File: src/hw/rtl/csr_pkg.sv
// Shared types and constants for the context symbol rewrite block.
package csr_pkg;

  localparam int unsigned ContextMax  = 2;
  localparam int unsigned WindowDepth = 5;

  // per-cell equality flags against the configured context symbols
  typedef struct packed {
    logic tgt;
    logic bnear;
    logic bfar;
    logic anear;
    logic afar;
  } cell_eq_t;

endpackage

File: src/hw/rtl/csr_cell.sv
// One window cell: holds a symbol, passes it on, compares it with the context.
module csr_cell import csr_pkg::*; #(
  parameter int unsigned SYMBOL_BITS = 16
) (
  input  logic                   clk_i,
  input  logic                   rst_ni,
  input  logic                   shift_i,
  input  logic [SYMBOL_BITS-1:0] sym_i,
  input  logic [SYMBOL_BITS-1:0] target_i,
  input  logic [SYMBOL_BITS-1:0] before_near_i,
  input  logic [SYMBOL_BITS-1:0] before_far_i,
  input  logic [SYMBOL_BITS-1:0] after_near_i,
  input  logic [SYMBOL_BITS-1:0] after_far_i,
  output logic [SYMBOL_BITS-1:0] sym_o,
  output cell_eq_t               eq_o
);

  logic [SYMBOL_BITS-1:0] sym_q;

  always_ff @(posedge clk_i or negedge rst_ni) begin
    if (!rst_ni) begin
      sym_q <= '0;
    end else if (shift_i) begin
      sym_q <= sym_i;
    end
  end

  assign sym_o       = sym_q;
  assign eq_o.tgt    = (sym_q == target_i);
  assign eq_o.bnear  = (sym_q == before_near_i);
  assign eq_o.bfar   = (sym_q == before_far_i);
  assign eq_o.anear  = (sym_q == after_near_i);
  assign eq_o.afar   = (sym_q == after_far_i);

endmodule

File: src/hw/rtl/csr_outbuf.sv
// Two-entry result buffer between the decision stage and the output stream.
module csr_outbuf #(
  parameter int unsigned DATA_W = 18
) (
  input  logic              clk_i,
  input  logic              rst_ni,
  input  logic              push_i,
  input  logic [DATA_W-1:0] push_data_i,
  output logic              full_o,
  output logic              valid_o,
  input  logic              ready_i,
  output logic [DATA_W-1:0] data_o
);

  logic [DATA_W-1:0] mem_q [2];
  logic              wr_ptr_q, rd_ptr_q;
  logic [1:0]        count_q;
  logic              do_push, do_pop;

  assign full_o  = (count_q == 2'd2);
  assign valid_o = (count_q != 2'd0);
  assign data_o  = mem_q[rd_ptr_q];
  assign do_push = push_i && !full_o;
  assign do_pop  = valid_o && ready_i;

  always_ff @(posedge clk_i) begin
    if (do_push) begin
      mem_q[wr_ptr_q] <= push_data_i;
    end
  end

  always_ff @(posedge clk_i or negedge rst_ni) begin
    if (!rst_ni) begin
      wr_ptr_q <= 1'b0;
      rd_ptr_q <= 1'b0;
      count_q  <= 2'd0;
    end else begin
      if (do_push) begin
        wr_ptr_q <= !wr_ptr_q;
      end
      if (do_pop) begin
        rd_ptr_q <= !rd_ptr_q;
      end
      unique case ({do_push, do_pop})
        2'b10:   count_q <= count_q + 2'd1;
        2'b01:   count_q <= count_q - 2'd1;
        default: count_q <= count_q;
      endcase
    end
  end

endmodule

File: src/hw/rtl/context_symbol_rewrite.sv
// Top level of the context symbol rewrite block.
//
// Symbols enter on the s_axis stream (tdata: in_symbol; tlast ends a sequence)
// and leave on m_axis (tdata: out_symbol; tuser: out_replaced; tlast: end).
// A target symbol whose before/after context matches is replaced by the
// substitute. Registers are written on the cfg channel (index 0..7), always
// ready; the user must write them only while the block is idle, which the
// block itself does not enforce. A row of five cells holds the newest symbols
// and shifts once per accepted transaction; a decision stage reads the
// registered row and pushes the result into a two-entry output buffer.
// Inputs are registered in the cell row, results in the output buffer.
// Throughput: one symbol per cycle while m_axis is not stalled. A
// transaction with tlast yields up to after_count+1 results, one per cycle
// while the buffer has room, and input is held off while they drain.
// Reset clears the registers, the cells, the sequence count and the buffer.
// When the receiver stalls the buffer fills and s_axis_tready drops; nothing
// is lost.
module context_symbol_rewrite import csr_pkg::*; #(
  parameter int unsigned SYMBOL_BITS = 16
) (
  input  logic                                clk_i,
  input  logic                                rst_ni,
  input  logic                                s_axis_tvalid,
  output logic                                s_axis_tready,
  input  logic [((SYMBOL_BITS+7)/8)*8-1:0]    s_axis_tdata,   // [SYMBOL_BITS-1:0] in_symbol
  input  logic                                s_axis_tlast,
  output logic                                m_axis_tvalid,
  input  logic                                m_axis_tready,
  output logic [((SYMBOL_BITS+7)/8)*8-1:0]    m_axis_tdata,   // [SYMBOL_BITS-1:0] out_symbol
  output logic                                m_axis_tuser,   // [0] out_replaced
  output logic                                m_axis_tlast,
  input  logic                                cfg_valid_i,
  output logic                                cfg_ready_o,
  input  logic [2:0]                          cfg_index_i,
  input  logic [SYMBOL_BITS-1:0]              cfg_data_i
);

  localparam int unsigned TdataW = ((SYMBOL_BITS + 7) / 8) * 8;
  localparam int unsigned ResW   = SYMBOL_BITS + 2;

  typedef enum logic [2:0] {
    RegTarget     = 3'd0,
    RegSubstitute = 3'd1,
    RegBeforeCnt  = 3'd2,
    RegAfterCnt   = 3'd3,
    RegBeforeNear = 3'd4,
    RegBeforeFar  = 3'd5,
    RegAfterNear  = 3'd6,
    RegAfterFar   = 3'd7
  } cfg_reg_e;

  typedef struct packed {
    logic       valid;
    logic       last;
    logic       emit;
    logic       ctx;
    logic [1:0] off;
  } event_t;

  function automatic logic [1:0] clamp_count(input logic [1:0] v);
    return (v == 2'd3) ? 2'(ContextMax) : v;
  endfunction

  // configuration
  logic [SYMBOL_BITS-1:0] target_q, subst_q, bnear_q, bfar_q, anear_q, afar_q;
  logic [1:0]             bcnt_q, acnt_q;

  assign cfg_ready_o = 1'b1;

  always_ff @(posedge clk_i or negedge rst_ni) begin
    if (!rst_ni) begin
      target_q <= '0;
      subst_q  <= '0;
      bcnt_q   <= '0;
      acnt_q   <= '0;
      bnear_q  <= '0;
      bfar_q   <= '0;
      anear_q  <= '0;
      afar_q   <= '0;
    end else if (cfg_valid_i) begin
      unique case (cfg_reg_e'(cfg_index_i))
        RegTarget:     target_q <= cfg_data_i;
        RegSubstitute: subst_q  <= cfg_data_i;
        RegBeforeCnt:  bcnt_q   <= clamp_count(cfg_data_i[1:0]);
        RegAfterCnt:   acnt_q   <= clamp_count(cfg_data_i[1:0]);
        RegBeforeNear: bnear_q  <= cfg_data_i;
        RegBeforeFar:  bfar_q   <= cfg_data_i;
        RegAfterNear:  anear_q  <= cfg_data_i;
        RegAfterFar:   afar_q   <= cfg_data_i;
      endcase
    end
  end

  // cell row
  logic                   in_acc;
  logic [SYMBOL_BITS-1:0] cell_in [WindowDepth];
  logic [SYMBOL_BITS-1:0] win     [WindowDepth];
  cell_eq_t               eq      [WindowDepth];

  assign in_acc = s_axis_tvalid && s_axis_tready;

  for (genvar k = 0; k < WindowDepth; k++) begin : g_cell
    if (k == 0) begin : g_head
      assign cell_in[k] = s_axis_tdata[SYMBOL_BITS-1:0];
    end else begin : g_link
      assign cell_in[k] = win[k-1];
    end
    csr_cell #(.SYMBOL_BITS(SYMBOL_BITS)) u_cell (
      .clk_i        (clk_i),
      .rst_ni       (rst_ni),
      .shift_i      (in_acc),
      .sym_i        (cell_in[k]),
      .target_i     (target_q),
      .before_near_i(bnear_q),
      .before_far_i (bfar_q),
      .after_near_i (anear_q),
      .after_far_i  (afar_q),
      .sym_o        (win[k]),
      .eq_o         (eq[k])
    );
  end

  // sequence position and event capture
  logic [2:0] seen_q, seen_inc, seen_m1, a3, b3;
  event_t     ev_q;
  logic       buf_full, push, retire;

  assign a3       = {1'b0, acnt_q};
  assign b3       = {1'b0, bcnt_q};
  assign seen_inc = (seen_q == 3'd7) ? seen_q : seen_q + 3'd1;
  assign seen_m1  = seen_inc - 3'd1;

  assign push   = ev_q.valid && ev_q.emit && !buf_full;
  assign retire = ev_q.valid && (!ev_q.emit || !buf_full) &&
                  (!ev_q.last || ev_q.off == 2'd0);
  assign s_axis_tready = !ev_q.valid || retire;

  always_ff @(posedge clk_i or negedge rst_ni) begin
    if (!rst_ni) begin
      seen_q <= '0;
      ev_q   <= '0;
    end else if (in_acc) begin
      seen_q     <= s_axis_tlast ? 3'd0 : seen_inc;
      ev_q.valid <= 1'b1;
      ev_q.last  <= s_axis_tlast;
      ev_q.emit  <= s_axis_tlast || (seen_inc >= a3 + 3'd1);
      ev_q.ctx   <= (seen_inc >= a3 + b3 + 3'd1);
      ev_q.off   <= (s_axis_tlast && seen_m1 <= a3) ? seen_m1[1:0] : acnt_q;
    end else if (retire) begin
      ev_q.valid <= 1'b0;
    end else if (push) begin
      ev_q.off <= ev_q.off - 2'd1;
    end
  end

  // decision
  logic                   t_ok, bn_ok, bf_ok, an_ok, af_ok, rep, res_last;
  logic [SYMBOL_BITS-1:0] sel_sym, res_sym;

  always_comb begin
    unique case (acnt_q)
      2'd0: begin
        t_ok  = eq[0].tgt;
        an_ok = 1'b1;
        af_ok = 1'b1;
        bn_ok = eq[1].bnear;
        bf_ok = eq[2].bfar;
      end
      2'd1: begin
        t_ok  = eq[1].tgt;
        an_ok = eq[0].anear;
        af_ok = 1'b1;
        bn_ok = eq[2].bnear;
        bf_ok = eq[3].bfar;
      end
      default: begin
        t_ok  = eq[2].tgt;
        an_ok = eq[1].anear;
        af_ok = eq[0].afar;
        bn_ok = eq[3].bnear;
        bf_ok = eq[4].bfar;
      end
    endcase
    unique case (ev_q.off)
      2'd0:    sel_sym = win[0];
      2'd1:    sel_sym = win[1];
      default: sel_sym = win[2];
    endcase
  end

  assign rep = ev_q.ctx && (ev_q.off == acnt_q) && t_ok && an_ok && af_ok &&
               (bcnt_q == 2'd0 || bn_ok) && (bcnt_q < 2'd2 || bf_ok);
  assign res_sym  = rep ? subst_q : sel_sym;
  assign res_last = ev_q.last && (ev_q.off == 2'd0);

  // output buffer
  logic [ResW-1:0] buf_data;

  csr_outbuf #(.DATA_W(ResW)) u_outbuf (
    .clk_i      (clk_i),
    .rst_ni     (rst_ni),
    .push_i     (push),
    .push_data_i({res_last, rep, res_sym}),
    .full_o     (buf_full),
    .valid_o    (m_axis_tvalid),
    .ready_i    (m_axis_tready),
    .data_o     (buf_data)
  );

  assign m_axis_tdata = TdataW'(buf_data[SYMBOL_BITS-1:0]);
  assign m_axis_tuser = buf_data[SYMBOL_BITS];
  assign m_axis_tlast = buf_data[SYMBOL_BITS+1];

endmodule
File: config.mk
export PLATFORM = sky130hd
export DESIGN_NAME = context_symbol_rewrite
export DESIGN_NICKNAME = d
export VERILOG_FILES = /design/src/hw/rtl/csr_pkg.sv /design/src/hw/rtl/csr_cell.sv /design/src/hw/rtl/csr_outbuf.sv /design/src/hw/rtl/context_symbol_rewrite.sv
export SDC_FILE = /design/constraint.sdc
export NUM_CORES = 1
export LEC_CHECK = 0
export BUFFER_PORTS_ARGS = -buffer_cell sky130_fd_sc_hd__buf_2
export CORE_MARGIN = 4
export CORE_UTILIZATION = 45
export DETAILED_ROUTE_END_ITERATION = 10
export MAX_ROUTING_LAYER = met4
export SYNTH_ARGS = -nofsm -noshare
export SYNTH_HDL_FRONTEND = slang
export SYNTH_SLANG_ARGS = --single-unit
File: constraint.sdc
create_clock -name clk_i -period 4.8 [get_ports clk_i]
set_input_delay 0.24 -clock clk_i [delete_from_list [all_inputs] [get_ports clk_i]]
set_output_delay 0.24 -clock clk_i [all_outputs]
set_load 0.05 [all_outputs]
==> impl_metrics.csv <==
group,metric,value,unit
timing,fmax,232,MHz
hold_path,whs_path_depth,3,
clocking,cts_max_level,1,
pwr,pwr_density_cell,671,mW/mm^2
clocking,cts_buffers,26,
drt,routedWlPerCell,19.6,um
timing,setup_viol,0,
placement,dp.cells,1421,
setup_path,rrSetupSlack,0.50,ns
setup_path,crit_path_end_kind,"flop",
floorplanning,coreArea,0.0252,sq mm
timing,post-route-period-util,89.7,%
logic_synthesis,yosys_warnings,0,
setup_path,worstPathRequired,5.06,ns
clocking,tritoncts,"yes",
logic_synthesis,synth_top_area_cell,"dfrtp_1",
setup_path,critical_path.startpoint_type,"flop",
final_layout,final_common_cell,"nand2_1",
grt,busiest_layer,"met1",
grt,antenna_found_initial,0,
timing,finClkSkew,0.0208,ns
pwr,ir_drop,0.000337,V
drt,routed_wl,29100,um
logic_synthesis,syn_area,0.0115,sq mm
timing,drv_slew,0,
placement,gp_congestion,0.888,
placement,io_buffers,60,
final_layout,drive_above_1_share,22.9,%
logic_synthesis,synth-main-ff-cell,"dfrtp_1",
setup_path,r2r-end,"u_outbuf.mem_q[0][1]",
run_status,status,"finished clean",
clocking,cts_buffer_depth,3,
setup_path,crit_type,"reg -> reg",
pwr,p_leak,5.83,nW
final_layout,nets,1198,
placement,dpl.hpwl,19700,um
logic_synthesis,avgSynthCellArea,10.7,sq um
setup_path,crit_top_cell,"buf_4",
setup_path,worstPathCellList,"inv_1 -> ha_1 -> nor2_4 -> buf_4 -> a21oi_1 -> xnor2_1 -> nor4_1 -> nand4_1 -> or4_4 -> a2111oi_4 -> buf_4 -> mux2_2",
grt,grt_pass1_vias,7870,
floorplanning,die_h,168,um
setup_path,setup.worst_path.start,"acnt_q[1]",
timing,rsz0062_at_grt,"false",
hold_path,min_from,"m_axis_tready",
setup_path,rr_worst_depth,12,
logic_synthesis,synthCells,1076,
setup_path,worstPathArrival,4.57,ns
timing,hold_violations,0,
job,max-cap-violations,0,
floorplanning,rows,58,
final_layout,diodes,0,
timing,worst_pin_slew,1.14,ns
drt,drc_errors,0,
logic_synthesis,synth_top_area_share,42.0,%
clocking,clkLatencyLatePin,0.53,ns
drt,viasPerCell,5.42,
grt,grt_pass1_wl,46300,um
logic_synthesis,ys_ff_latch,229,
clocking,cts-root-buf,"clkbuf_16",
grt,grt.met1_usage,32.2,%
drt,num_vias,8064,
setup_path,rr_startpoint,"acnt_q[1]",
drt,drt_iter0_drc,643,
grt,gr-usage-all-layers,21.3,%
floorplanning,initial_core_util,45.6,%
grt,grt_start_max_net_pins,101,
grt,grt_use_met2,30.5,%
clocking,clk_pin_slew,0.06,ns
setup_path,crit_family,"simple AND/OR/NAND/NOR gates",
final_layout,synthToLayoutAreaGrowth,14.1,%
setup_path,cp_slowest_stage_delay,0.59,ns
hold_path,min_to,"u_outbuf.rd_ptr_q",
logic_synthesis,async_reset_ff_share,84.3,%
logic_synthesis,ys_top_cells_by_area,"dfrtp_1 (42%), mux2_2 (12%), nand2_1 (9.9%)",
setup_path,critical_path.max_fanout,19,
setup_path,critPathSlowestCell,"or4_4",
logic_synthesis,ys_types,41,
floorplanning,die_w,168,um
logic_synthesis,synth_nets,1136,
floorplanning,ioPinCount,62,
drt,antenna_left,0,
final_layout,fin_cells,1488,
clocking,cts_sinks,229,
final_layout,final_cell_mix,"nand2_1 (303), dfrtp_1 (193), mux2_2 (122)",
timing,period_minus_slack,4.30,ns
timing,fin_setup_tns,0,ns
grt,gr-total-overflow,0,
grt,grt_use_met3,3.07,%
timing,slew_headroom,24.1,%
setup_path,path_buf_inv,3,
pwr,power,8.79,mW
hold_path,hold_path.class,"in -> reg",
logic_synthesis,synth_edf_count,36,
drt,firstDrtPassIters,5,
floorplanning,die_area,0.0281,sq mm
logic_synthesis,ys_seq_area_share,51.5,%
[registers in the layout, summed over array words and instances, names as in the netlist]
name	cells
u_outbuf.wr_ptr_q	1
afar_q	16
seen_q	3
subst_q	16
u_outbuf.mem_q	36
ev_q	6
u_outbuf.count_q	2
target_q	16
acnt_q	2
u_outbuf.rd_ptr_q	1
g_cell.u_cell.sym_o	80
anear_q	16
bcnt_q	2
bnear_q	16
bfar_q	16
[worst max path at each step]
stage                     slack [ns]  cells after the start                     to
after detailed placement        0.18                     12   u_outbuf.mem_q[0][1]
after floorplan                 1.02                     13  u_outbuf.mem_q[0][10]
after global placement          0.23                     12   u_outbuf.mem_q[0][0]
after CTS                       0.16                     12   u_outbuf.mem_q[1][1]
after global routing            0.19                     12   u_outbuf.mem_q[0][1]
final                           0.50                     12   u_outbuf.mem_q[0][1]
[metal layers]
| layer | up-vias | routed length (um) |
|---|---|---|
| met5 | - | 0 |
| met4 | 0 | 590 |
| met3 | 39 | 1610 |
| met2 | 252 | 12600 |
| met1 | 3969 | 14400 |
| li1 | 3804 | - |
[per-stage QoR]
| stage | util [%] | setup WS [ns] | instance area [sq um] | hold WS, ns |
|---|---|---|---|---|
| floorplan | - | 1.02 | 11500 | -0.0556 |
| global placement | 48.0 | 0.229 | 12100 | 0.401 |
| detailed placement | 48.0 | 0.176 | 12100 | 0.405 |
| CTS | 52.0 | 0.158 | 13100 | 0.0527 |
| global route | 52.1 | 0.195 | 13100 | 0.0761 |
| finish | 52.1 | 0.495 | 13100 | 0.0613 |
[logic make-up (layout without fill, tap and decap cells)]
group	Yosys count	count (layout)	synth area share [%]
AND/OR/NAND/NOR	381	381	14.0
flip-flops	229	229	51.5
multiplexers	151	151	14.9
AO/OA/AOI/OAI	133	133	7.82
XOR/XNOR	90	90	6.86
buffers and inverters	72	154	2.75
adder cells (fa/ha/maj)	19	19	2.14
other	1	1	0.0326
[synth_stat cells, types with 8 or more instances]
cell type  instances
nand2_1          304
dfrtp_1          193
mux2_2           122
xnor2_1           52
clkbuf_1          46
o21ai_0           40
xor2_1            38
edfxtp_1          36
a22o_1            31
a21oi_1           29
nor2b_1           21
mux2i_1           19
ha_1              18
a22oi_1           16
inv_1             15
nor4_1            14
mux2_4            10
a21oi_2            8
nand4_1            8
[layout make-up]
type,count,area [sq um]
clock buffer,37,733
tap,330,413
fill,2274,12100
inverter,15,56.3
clock inverter,11,85.1
timing repair buffer,91,614
multi-input combinational,775,5300
sequential,229,5910
[worst reg2reg max path, cell delays in order, from the launching register on]
cell and delay, ns:
dfrtp_1 0.42, inv_1 0.15, ha_1 0.25, nor2_4 0.49, buf_4 0.33, a21oi_1 0.11
xnor2_1 0.13, nor4_1 0.26, nand4_1 0.18, or4_4 0.59, a2111oi_4 0.38, buf_4 0.34
mux2_2 0.40
[what timing repair did]
item / 4_1_cts / 5_1_grt
setup endpoints to repair: 0 / 32
hold buffers: 19 / 0
setup buffers: 0 / 0
hold endpoints to repair: 120 / 0
resized for setup: 0 / 2
[power breakdown]
part	switching [mW]	internal (mW)
combinational	1.98	1.38
clock	0.793	1.12
sequential	0.779	2.74
total	3.55	5.24
Power figures use the tool's default switching activity.
